## src/hw/rtl/utf8v_pkg.sv

```systemverilog
`default_nettype none
package utf8v_pkg;

  localparam longint unsigned MAX_LEN = 65536;
  localparam longint unsigned OFFSET_MAX = MAX_LEN - 1;
  localparam logic [15:0] OFFSET_LIMIT =
    (OFFSET_MAX > 64'hFFFF) ? 16'hFFFF : 16'(OFFSET_MAX);

  typedef logic [1:0] status_t;
  localparam status_t STATUS_VALID      = 2'd0;
  localparam status_t STATUS_INVALID    = 2'd1;
  localparam status_t STATUS_INCOMPLETE = 2'd2;

  localparam logic [20:0] NONCHAR_FFFE = 21'h00FFFE;
  localparam logic [20:0] NONCHAR_FFFF = 21'h00FFFF;

endpackage
`default_nettype wire

```

## src/hw/rtl/utf8v_in_if.sv

```systemverilog
`default_nettype none
interface utf8v_in_if;
  logic       valid;
  logic       ready;
  logic [7:0] data_byte;
  logic       is_last;

  modport source (output valid, output data_byte, output is_last, input ready);
  modport sink (input valid, input data_byte, input is_last, output ready);
endinterface
`default_nettype wire

```

## src/hw/rtl/utf8v_out_if.sv

```systemverilog
`default_nettype none
interface utf8v_out_if;
  import utf8v_pkg::*;
  logic        valid;
  logic        ready;
  status_t     status;
  logic [15:0] position;
  logic [1:0]  missing;

  modport source (output valid, output status, output position, output missing,
                  input ready);
  modport sink (input valid, input status, input position, input missing,
                output ready);
endinterface
`default_nettype wire

```

## src/hw/rtl/utf8_stream_validator.sv

```systemverilog
// A byte accepted into the input stage updates the decode state when it leaves that
//   stage; a byte with is_last loads the result register instead (two register stages).
// Throughput: one byte per cycle while the input does not stall; decode is combinational.
//   Input stalls only while a finished result waits and the staged byte is last.
// Reset (rst, synchronous, active high): empties both stages and clears all
//   decode state; the next byte starts a new string at offset 0.
`default_nettype none
module utf8_stream_validator (
  input  wire logic  clk,
  input  wire logic  rst,
  utf8v_in_if.sink   bytes,
  utf8v_out_if.source result
);
  import utf8v_pkg::*;

  // input stage
  logic       s1_valid;
  logic [7:0] s1_byte;
  logic       s1_last;
  logic       s1_fire;

  // decode state
  logic [1:0]  bytes_owed, bytes_owed_next;
  logic [20:0] code_value, code_value_next;
  logic [15:0] char_start, char_start_next;
  logic [15:0] byte_offset;
  logic        error_seen, error_seen_next;
  logic        bad;

  // result register
  logic        out_valid;
  status_t     out_status;
  logic [15:0] out_position;
  logic [1:0]  out_missing;

  assign s1_fire     = s1_valid && (!s1_last || !out_valid || result.ready);
  assign bytes.ready = !s1_valid || s1_fire;

  always_ff @(posedge clk) begin
    if (rst) begin
      s1_valid <= 1'b0;
    end else if (bytes.ready) begin
      s1_valid <= bytes.valid;
    end
  end

  always_ff @(posedge clk) begin
    if (bytes.valid && bytes.ready) begin
      s1_byte <= bytes.data_byte;
      s1_last <= bytes.is_last;
    end
  end

  always_comb begin
    bytes_owed_next = bytes_owed;
    code_value_next = code_value;
    char_start_next = char_start;
    error_seen_next = error_seen;
    bad             = 1'b0;
    if (!error_seen) begin
      priority if (bytes_owed != 2'd0) begin
        if (s1_byte[7:6] != 2'b10) begin
          bad = 1'b1;
        end else begin
          code_value_next = {code_value[14:0], s1_byte[5:0]};
          bytes_owed_next = bytes_owed - 2'd1;
          if (bytes_owed_next == 2'd0 &&
              (code_value_next == NONCHAR_FFFE || code_value_next == NONCHAR_FFFF)) begin
            bad = 1'b1;
          end
        end
      end else if (s1_byte >= 8'hC2 && s1_byte <= 8'hDF) begin
        char_start_next = byte_offset;
        code_value_next = {16'd0, s1_byte[4:0]};
        bytes_owed_next = 2'd1;
      end else if (s1_byte[7:4] == 4'hE) begin
        char_start_next = byte_offset;
        code_value_next = {17'd0, s1_byte[3:0]};
        bytes_owed_next = 2'd2;
      end else if (s1_byte >= 8'hF0 && s1_byte <= 8'hF4) begin
        char_start_next = byte_offset;
        code_value_next = {18'd0, s1_byte[2:0]};
        bytes_owed_next = 2'd3;
      end else if (s1_byte[7] || (s1_byte < 8'h20 && s1_byte != 8'h09 &&
                                  s1_byte != 8'h0A && s1_byte != 8'h0D)) begin
        bad = 1'b1;
      end else begin
        bad = 1'b0;
      end
    end
    if (bad) begin
      error_seen_next = 1'b1;
      char_start_next = byte_offset;
      bytes_owed_next = 2'd0;
    end
  end

  always_ff @(posedge clk) begin
    if (rst) begin
      bytes_owed  <= 2'd0;
      code_value  <= 21'd0;
      char_start  <= 16'd0;
      byte_offset <= 16'd0;
      error_seen  <= 1'b0;
    end else if (s1_fire) begin
      if (s1_last) begin
        bytes_owed  <= 2'd0;
        code_value  <= 21'd0;
        char_start  <= 16'd0;
        byte_offset <= 16'd0;
        error_seen  <= 1'b0;
      end else begin
        bytes_owed <= bytes_owed_next;
        code_value <= code_value_next;
        char_start <= char_start_next;
        error_seen <= error_seen_next;
        if (byte_offset < OFFSET_LIMIT) begin
          byte_offset <= byte_offset + 16'd1;
        end
      end
    end
  end

  always_ff @(posedge clk) begin
    if (rst) begin
      out_valid <= 1'b0;
    end else if (s1_fire && s1_last) begin
      out_valid <= 1'b1;
    end else if (result.ready) begin
      out_valid <= 1'b0;
    end
  end

  always_ff @(posedge clk) begin
    if (s1_fire && s1_last) begin
      priority if (error_seen_next) begin
        out_status   <= STATUS_INVALID;
        out_position <= char_start_next;
        out_missing  <= 2'd0;
      end else if (bytes_owed_next != 2'd0) begin
        out_status   <= STATUS_INCOMPLETE;
        out_position <= char_start_next;
        out_missing  <= bytes_owed_next;
      end else begin
        out_status   <= STATUS_VALID;
        out_position <= 16'd0;
        out_missing  <= 2'd0;
      end
    end
  end

  assign result.valid    = out_valid;
  assign result.status   = out_status;
  assign result.position = out_position;
  assign result.missing  = out_missing;

endmodule
`default_nettype wire

```

## src/flat_wrapper.sv

```systemverilog
// flat-port wrapper written by rule: the top's interface ports become plain ports
module utf8_stream_validator_flat import utf8v_pkg::*;
  (clk, rst, bytes_valid, bytes_data_byte, bytes_is_last, bytes_ready, result_valid, result_status, result_position, result_missing, result_ready);
  utf8v_in_if bytes_i ();
  utf8v_out_if result_i ();
  input  wire logic clk;
  input  wire logic rst;
  input wire logic [$bits(bytes_i.valid)-1:0] bytes_valid;
  input wire logic [$bits(bytes_i.data_byte)-1:0] bytes_data_byte;
  input wire logic [$bits(bytes_i.is_last)-1:0] bytes_is_last;
  output wire logic [$bits(bytes_i.ready)-1:0] bytes_ready;
  output wire logic [$bits(result_i.valid)-1:0] result_valid;
  output wire logic [$bits(result_i.status)-1:0] result_status;
  output wire logic [$bits(result_i.position)-1:0] result_position;
  output wire logic [$bits(result_i.missing)-1:0] result_missing;
  input wire logic [$bits(result_i.ready)-1:0] result_ready;
  assign bytes_i.valid = bytes_valid;
  assign bytes_i.data_byte = bytes_data_byte;
  assign bytes_i.is_last = bytes_is_last;
  assign bytes_ready = bytes_i.ready;
  assign result_valid = result_i.valid;
  assign result_status = result_i.status;
  assign result_position = result_i.position;
  assign result_missing = result_i.missing;
  assign result_i.ready = result_ready;
  utf8_stream_validator u_core (.clk(clk), .rst(rst), .bytes(bytes_i), .result(result_i));
endmodule
```

## config.mk

```make
export PLATFORM = sky130hd
export DESIGN_NAME = utf8_stream_validator_flat
export DESIGN_NICKNAME = d
export VERILOG_FILES = /design/src/hw/rtl/utf8v_pkg.sv /design/src/hw/rtl/utf8v_in_if.sv /design/src/hw/rtl/utf8v_out_if.sv /design/src/hw/rtl/utf8_stream_validator.sv /design/src/flat_wrapper.sv
export SDC_FILE = /design/constraint.sdc
export NUM_CORES = 1
export LEC_CHECK = 0
export CAP_MARGIN = 10
export CORE_MARGIN = 2
export CORE_UTILIZATION = 30
export DETAILED_ROUTE_END_ITERATION = 10
export DONT_BUFFER_PORTS = 1
export PLACE_DENSITY = 0.44
export SETUP_SLACK_MARGIN = 0.4
export SYNTH_ARGS = -nofsm -noshare
export SYNTH_HDL_FRONTEND = slang
export SYNTH_SLANG_ARGS = --single-unit
```

## constraint.sdc

```tcl
create_clock -name clk -period 5.52 [get_ports clk]
set_input_delay 0.276 -clock clk [delete_from_list [all_inputs] [get_ports clk]]
set_output_delay 0.276 -clock clk [all_outputs]
set_load 0.01 [all_outputs]
```

==> run summary, run 1 <==
The layout cell share with drive strength beyond 1 is 7.41%. The logs give 2902 for the number of global-route vias before repair and 340 ps for the clock latency at the later pin of the worst-skew pair. The clock passes through at most 2 buffers. The largest stage delay on the critical path was 920 ps; the buffers plus inverters on the worst setup path was 1. After detailed routing, the average wire length per cell comes to 17.4 um. Setup repair after global routing left no endpoint under its margin.

After synthesis, flip-flops and latches occupy 47.6% of the total area. Proportion of synthesized flip-flops having asynchronous set or reset: 0%. During synthesis, Yosys emitted a total of 0 warnings. The routed layout has 3160 vias. Counting every sink on the clock net gives 81.

Derived from the worst setup path, the maximum achievable clock frequency is 315 MHz. The logs give 0 for the final number of hold-violating endpoints and 0 for the number of nets with antenna violations after routing. 35 I/O pins were placed. Of all nets on the critical path, the largest fanout is 32.

The critical path goes through inv_1, ha_1, nand4b_1, or4_4, nor3_4, nor3b_1, a221o_1. The worst hold path belongs to the class input pin to flip-flop. Power spread over the standard cell area amounts to 284 nW/um^2. The cell family contributing the most delay on the critical path was simple AND/OR/NAND/NOR gates.

In this run the horizontal extent of the chip is 120 um. When the netlist entered floorplanning its net count stood at 426. After detailed placement, the total cell area comes to 4180 um^2. For this run, design rule violations remaining after detail routing come to 0. Counting flops and latches in the post-synthesis netlist gives 81.

Post-synthesis instance area: 4020 um^2. In this run the tightest slew margin relative to its limit is 22.6%. The logs give 0 for the max-capacitance violation count and 42 for the row count.

The total half-perimeter wirelength after legalization and detailed placement was 6920 um; the floorplan die height was 120 um. The number of flops mapped to enable cells by yosys was 29. The class of the most critical setup path is flip-flop to flip-flop. At the worst endpoint, the arrival time is 3400 ps. The synthesized area divided by synthesized cell count came out at 9.80 um^2. The cell sitting at the root of the clock tree is a clkbuf_16. Counting the buffers created by CTS gives 9.

Clock-pin slew was measured on the worst setup and hold paths at 60 ps. The worst clock skew on the final layout is 7.69 ps, and the total global routing overflow is 0. Setup violations remaining at the end of the flow were counted as 0. The first-iteration detailed-routing DRC count is 215.

The flow ran to the end, and the final reports show no timing, DRC or antenna violations. The slowest stage cell on the critical path is nor3_4. The worst setup path is launched from a flip-flop.

Leading register cell type out of synthesis: dfxtp_1. VDD sags by at most 0.124 mV. The analysis attributes to cell leakage a power of 1.56 nW. The repair_antennas step left the layout with diodes totalling 0.

The critical path data required time is 5750 ps, and the count of mapped cells out of synthesis is 410. Before antenna repair, the detailed router went through 4 iterations. Summing all non-filler instances in the final layout gives an area of 4460 um^2. The number of vias per cell after detailed routing was 5.44.

The final critical path takes up 57.5% of the cycle. The least setup slack across all paths after layout was 2350 ps; the count of input and output buffers was 0. The first global-routing pass estimated 16400 um of wire. The number of slew-limit violations in the final report was 0.

Final weighted congestion in routability-driven placement: 0.875. The full die area was 14300 um^2; the relative area change from synthesis to final layout was 11.1%. Summed over all layers, the routed wires come to 10100 um. STA classifies the critical path endpoint as a flip-flop. Slew of the pin with the lowest slew margin: 1160 ps. The maximum number of pins on one net before global-route repair is 33.

The aggregate global-route resource usage was 14.6%; the core outline area was 13100 um^2. The total design power is 0.00127 W. TritonCTS built the clock tree. The worst path needs 3170 ps of the cycle, external delays included.

The initial utilization of the core area, before any placement, comes to 30.6%. Yosys mapped the design onto 50 distinct sky130hd cell types. The setup TNS was 0 ps; the setup slack after placement was 2250 ps. The H-tree was split into 3 levels. The net count of the finished layout is 416. The number of antenna violations at the first check in global routing was 0.
-- cells by family (layout without fill, tap and decap cells) --
family                   after synthesis  count (layout)  synth area share (%)
AO/OA/AOI/OAI                        105             105                  20.0
flip-flops                            81              81                  47.6
buffers and inverters                 41              36                  4.08
adder cells (fa/ha/maj)                3               3                 0.934
multiplexers                          12              12                  2.99
XOR/XNOR                              11              11                  2.40
AND/OR/NAND/NOR                      157             157                  22.0
-- report_power, final --
group | internal [W] | total, W | switching (W) | leakage, nW
Clock | 0.000304 | 0.000535 | 0.000232 | 0.124
Sequential | 0.000629 | 0.000644 | 0.0000148 | 0.679
Combinational | 0.0000218 | 0.0000858 | 0.0000640 | 0.759
Total | 0.000955 | 0.00127 | 0.000311 | 1.56
-- synthesized netlist by cell type (5+ instances only) --
cell type / count / area share (%)
clkbuf_1: 26 / 2.4
edfxtp_1: 29 / 22
dfxtp_1: 52 / 26
nand2_1: 32 / 3.0
a221o_1: 16 / 4.0
inv_1: 11 / 1.0
a32o_1: 5 / 1.2
a211oi_1: 7 / 1.3
o31ai_1: 18 / 3.4
nor2_1: 22 / 2.1
mux2i_1: 12 / 3.0
xnor2_1: 11 / 2.4
nand4_1: 19 / 3.0
a22oi_1: 18 / 3.4
nor3b_1: 17 / 3.2
a21oi_1: 13 / 1.6
o21ai_0: 7 / 0.87
nand3_1: 13 / 1.6
nor2b_1: 6 / 0.93
and3_1: 19 / 3.0
nor3_1: 5 / 0.62
-- sequential cells by signal, summed over array words and instances (netlist names), 2 cells and up --
name and cells:
u_core.result.status 2, u_core.result.missing 2, u_core.code_value 15, u_core.s1_byte 8
u_core.byte_offset 16, u_core.result.position 16, u_core.bytes_owed 2, u_core.char_start 16
-- metrics by stage --
step / util [%] / instances / hold slack, ps
6_report: 34.0 / 581 / 35.1
5_1_grt: 34.0 / 581 / 15.4
4_1_cts: 33.8 / 578 / 19.2
3_5_place_dp: 31.8 / 561 / 349
3_3_place_gp: 31.8 / 561 / 347
2_1_floorplan: - / 410 / 375
-- final cells by class --
type,instances,area (um^2)
inverters,11,41.3
fillers,1339,8670
clock buffers,13,240
flip-flops and latches,81,1910
repair buffers,9,67.6
multi-input cells,288,1960
clock inverters,3,17.5
well taps,176,220
-- worst paths after layout --
kind / start / endpoint / slack, ps / cells past startpoint
worst max-delay path: u_core.bytes_owed[0] / u_core.char_start[15] / 2350 / 7
worst min-delay path: bytes_data_byte[2] / u_core.s1_byte[2] / 40 / 0
worst max register to register: u_core.bytes_owed[0] / u_core.char_start[15] / 2350 / 7
worst min register to register: u_core.code_value[14] / u_core.code_value[14] / 460 / 2
-- routing by layer --
layer	vias to the layer above	track usage (%)	wire (um)
li1	1564	-	-
met1	1506	22.6	5310
met2	80	19.1	4200
met3	10	4.18	479
met4	0	4.85	108
met5	-	0	0
-- placed cells by master, fill, tap and decap left out, types with 3 or more instances in the layout --
master and count:
nand2_1 32, clkbuf_16 9, a211oi_1 7, mux2i_1 12, nor3b_1 17, a2111oi_0 4
a21oi_1 13, a221o_1 16, nand4_1 19, o31ai_1 17, nor2b_1 6, edfxtp_1 29
nor3_1 5, nor4_1 3, a22oi_1 18, clkbuf_1 4, nand2b_1 4, a32o_1 5
dfxtp_1 52, ha_1 3, buf_4 7, xnor2_1 11, nor2_1 21, nand3_1 13
and3_1 19, o21ai_0 6, inv_1 11, or3_1 4
-- worst reg2reg max path, delay by kind of cell (launching register included) --
family | cells | cell delay, ps
DFF | 1 | 410
AOI/OAI and AO/OA | 1 | 380
and+or+nand+nor | 4 | 1850
adders and majority gates | 1 | 330
buffers and inverters | 1 | 90
-- repair_timing --
action,in CTS,in global routing
setup buffers,0,0
hold buffers,1,0
hold endpoints to repair,4,0
resized for setup,0,0
Power figures use the tool's default switching activity.
==> run 2, diff against run 1 <==
- ABC_AREA: unset -> 1
- PLACE_DENSITY: 0.44 -> 0.45
- clock period: 5.52 -> 2.66 ns (I/O delays scaled with it)
==> run 2 against run 1 <==
  * Register-to-register slack got worse by 1800 ps
  * Clock skew about the same
  * Core utilization increased by 2.0 points
  * Synthesized area decreased by 3.0%
  * Cell count increased by 19%
  * Worst hold slack improved by 55 ps
  * Flip-flop and latch count unchanged
  * Global-route usage decreased by 0.50 points
  * Critical endpoint is now u_core.result.position[14]
  * Largest cell class is now registers
==> run summary, run 2 <==
Leading register cell type out of synthesis: dfxtp_1. Dividing the final minimum period by the clock period gives 77.7%. At the end of the flow, the number of nets in the layout was 528. Once detailed placement completed, the half-perimeter wirelength came to 6190 um.

The number of vias per cell after detailed routing was 4.70. The run gives 9340 um as the sum of routed wire length over all layers. The H-tree generated during clock tree synthesis spans 3 levels. Final number of hold-violating endpoints: 0. Clock-pin slew was measured on the worst setup and hold paths at 60 ps.

The commonest cells after synthesis are nand2_1 (109), inv_1 (56), nor2_1 (53), dfxtp_1 (52). The analysis attributes to cell leakage a power of 1.73 nW. At the pin with the least slew margin, the transition time is 677 ps. The run finished with clean final reports. Summing internal, switching and leakage power gives 0.00296 W. The filler cell count in the final layout was 1327; the total nets after synthesis was 511. Number of clock sinks: 81. In this run the remaining antenna-violating nets after routing total 0. Pin placement for this block handled 35 I/O pins. In this run the cell area measured after placement is 4060 um^2. The finished cells cover 4560 um^2. Of the post-synthesis cell area, the dominant cell type holds 26.7%. Yosys printed 0 warnings.

The floorplan die height works out to 118 um. Critical path launch point type: a flip-flop. The detailed router finished its first iteration with 231 violations.

The clock passes through at most 2 buffers. The total area inside the core boundary comes to 12700 um^2. Global routing used 14.1% of the available tracks.

Setup repair after global routing left no endpoint under its margin. The full die area was 13900 um^2; the final weighted congestion in routability-driven placement was 0.866. Synthesis inferred 81 register bits. The max-capacitance violation count was 0.

For the number of global-route vias before repair, the log shows 3134. The tools report the initial cell density of the core as 30.8%. The synthesized area divided by synthesized cell count is 7.87 um^2, and the row count is 41.

For this run, the share of the core covered by cells in the final layout is 36.0%. Detailed routing inserted a total of 3237 vias. Count of input and output buffers: 0. The post-route netlist has 9.09% of its cells at a drive strength greater than 1. The highest clock frequency the design can meet was 484 MHz.

In this run the power density over the cells is 650 nW/um^2. For the post-synthesis instance area, the log shows 3900 um^2. The most used standard cell by instance count after synthesis was nand2_1. The tightest min-delay check is of the input pin to flip-flop type. In the layout the commonest cells are nand2_1 (108), inv_1 (55), nor2_1 (53). The tools report the data arrival time of the critical path as 2170 ps.

Along the worst path, the maximum fanout reaches 16. The tools report the number of design rule violations left after detail routing as 0. Data on the critical path is required at its endpoint by 2760 ps. TritonCTS built the clock tree.

From synthesis to final layout, the design area changed by 17.0%. The shortest clock period the worst path allows after layout is 2070 ps. The number of flops mapped to enable cells by yosys came out at 29.

The first detailed-routing pass ran for 4 iterations. For the worst-skew pair, the clock arrives at the later sink with an insertion delay of 350 ps. For the worst slew margin relative to its limit, the log shows 54.7%.

In the synthesized netlist the async set-or-reset flop fraction comes to 0%. Of the synthesized area, sequential elements account for 49.1%. Setup violations remaining at the end of the flow were counted as 0. The tools report the maximum number of pins on one net before global-route repair as 37. CTS placed an instance of clkbuf_16 at the clock tree root. Buffers inserted during clock tree synthesis total 9.

The total global routing overflow came out at 0. By area the synthesized netlist is led by dfxtp_1 (27%), edfxtp_1 (22%), nand2_1 (10%). Yosys mapped the design onto 33 distinct sky130hd cell types.

The logs give 0 for the final antenna diode count and 0 ps for the setup TNS. The first global-routing pass estimated 15700 um of wire. The tools report the number of antenna violations at the first check in global routing as 0. Dividing the detail-routed wire length by the instance count gives 13.6 um. Commonest non-fill, non-tap cell in the layout: nand2_1. The critical path is of the flip-flop to flip-flop type. From left edge to right edge, the die measures 118 um. The tightest hold path in the finished design has a slack of 89.9 ps. The number of slew-limit violations in the final report was 0.

The tools report the count of mapped cells out of synthesis as 495. STA classifies the critical path endpoint as a flip-flop. VDD sags by at most 0.357 mV. Across the routed clock network, the largest skew measured is 7.22 ps.

Leading area contributor after synthesis: dfxtp_1.
-- run 2: cell types whose count changed after synthesis, sizes merged, moves of 19 or more --
cell	previous run	this run
nand2	32	115
inv	11	57
nand3	13	52
a21oi	13	50
nor2	22	58
and3	19	0
-- run 2: stage by stage --
stage / std cells / worst slack [ps]
global placement: 657 / 551
floorplan: 495 / 776
detailed placement: 657 / 464
finish: 689 / 592
global route: 689 / 410
CTS: 684 / 455
-- run 2: kinds of logic (layout without fill, tap and decap cells) --
family	Yosys count	count (layout)	share of synthesized area (%)
flip-flops	81	81	49.1
AO/OA/AOI/OAI	78	78	10.7
adder cells (fa/ha/maj)	3	3	0.963
buffers and inverters	75	97	8.31
AND/OR/NAND/NOR	253	253	29.9
XOR/XNOR	5	5	1.12
-- run 2: routing by layer --
| layer | global-route usage [%] | vias up | routed length, um |
|---|---|---|---|
| met4 | 5.42 | 0 | 145 |
| met1 | 18.8 | 1501 | 4490 |
| li1 | - | 1670 | - |
| met3 | 3.39 | 11 | 301 |
| met5 | 0 | - | 0 |
| met2 | 22.2 | 55 | 4400 |
-- run 2: cell type report --
class	instances	area, um^2	area share [%]
clock inverters	3	18.8	0.412
flip-flops and latches	81	1910	41.9
multi-input cells	339	1660	36.5
repair buffers	23	235	5.16
well taps	172	215	4.72
clock buffers	13	293	6.42
inverters	58	221	4.86
-- run 2: repair_timing --
action	4_1_cts	5_1_grt
endpoints found under the hold margin	45	0
hold buffers	11	0
setup endpoints to repair	0	46
gates resized for setup	0	2
buffers inserted	0	5
-- run 2: power breakdown --
group          leakage (nW)  internal, W  switching (W)
Combinational         0.873     0.000113       0.000198
Sequential            0.703      0.00133      0.0000322
Clock                 0.156     0.000771       0.000515
Total                  1.73      0.00222       0.000745
-- run 2: final timing paths --
path	start	end	slack (ps)	cells past startpoint
max	u_core.bytes_owed[0]	u_core.result.position[14]	590	11
min	rst	u_core.code_value[4]	90	2
max reg2reg	u_core.bytes_owed[0]	u_core.result.position[14]	590	11
min reg2reg	u_core.char_start[0]	u_core.char_start[0]	460	2
-- run 2: critical path: stages, from the launching register on --
cell and delay, ps:
dfxtp_1 370, inv_1 100, ha_1 260, inv_1 90, nand4_1 70, nor2_1 110
nand3_1 190, nand3_4 190, o21ai_2 100, nor2_4 130, buf_12 150, nor2_1 50
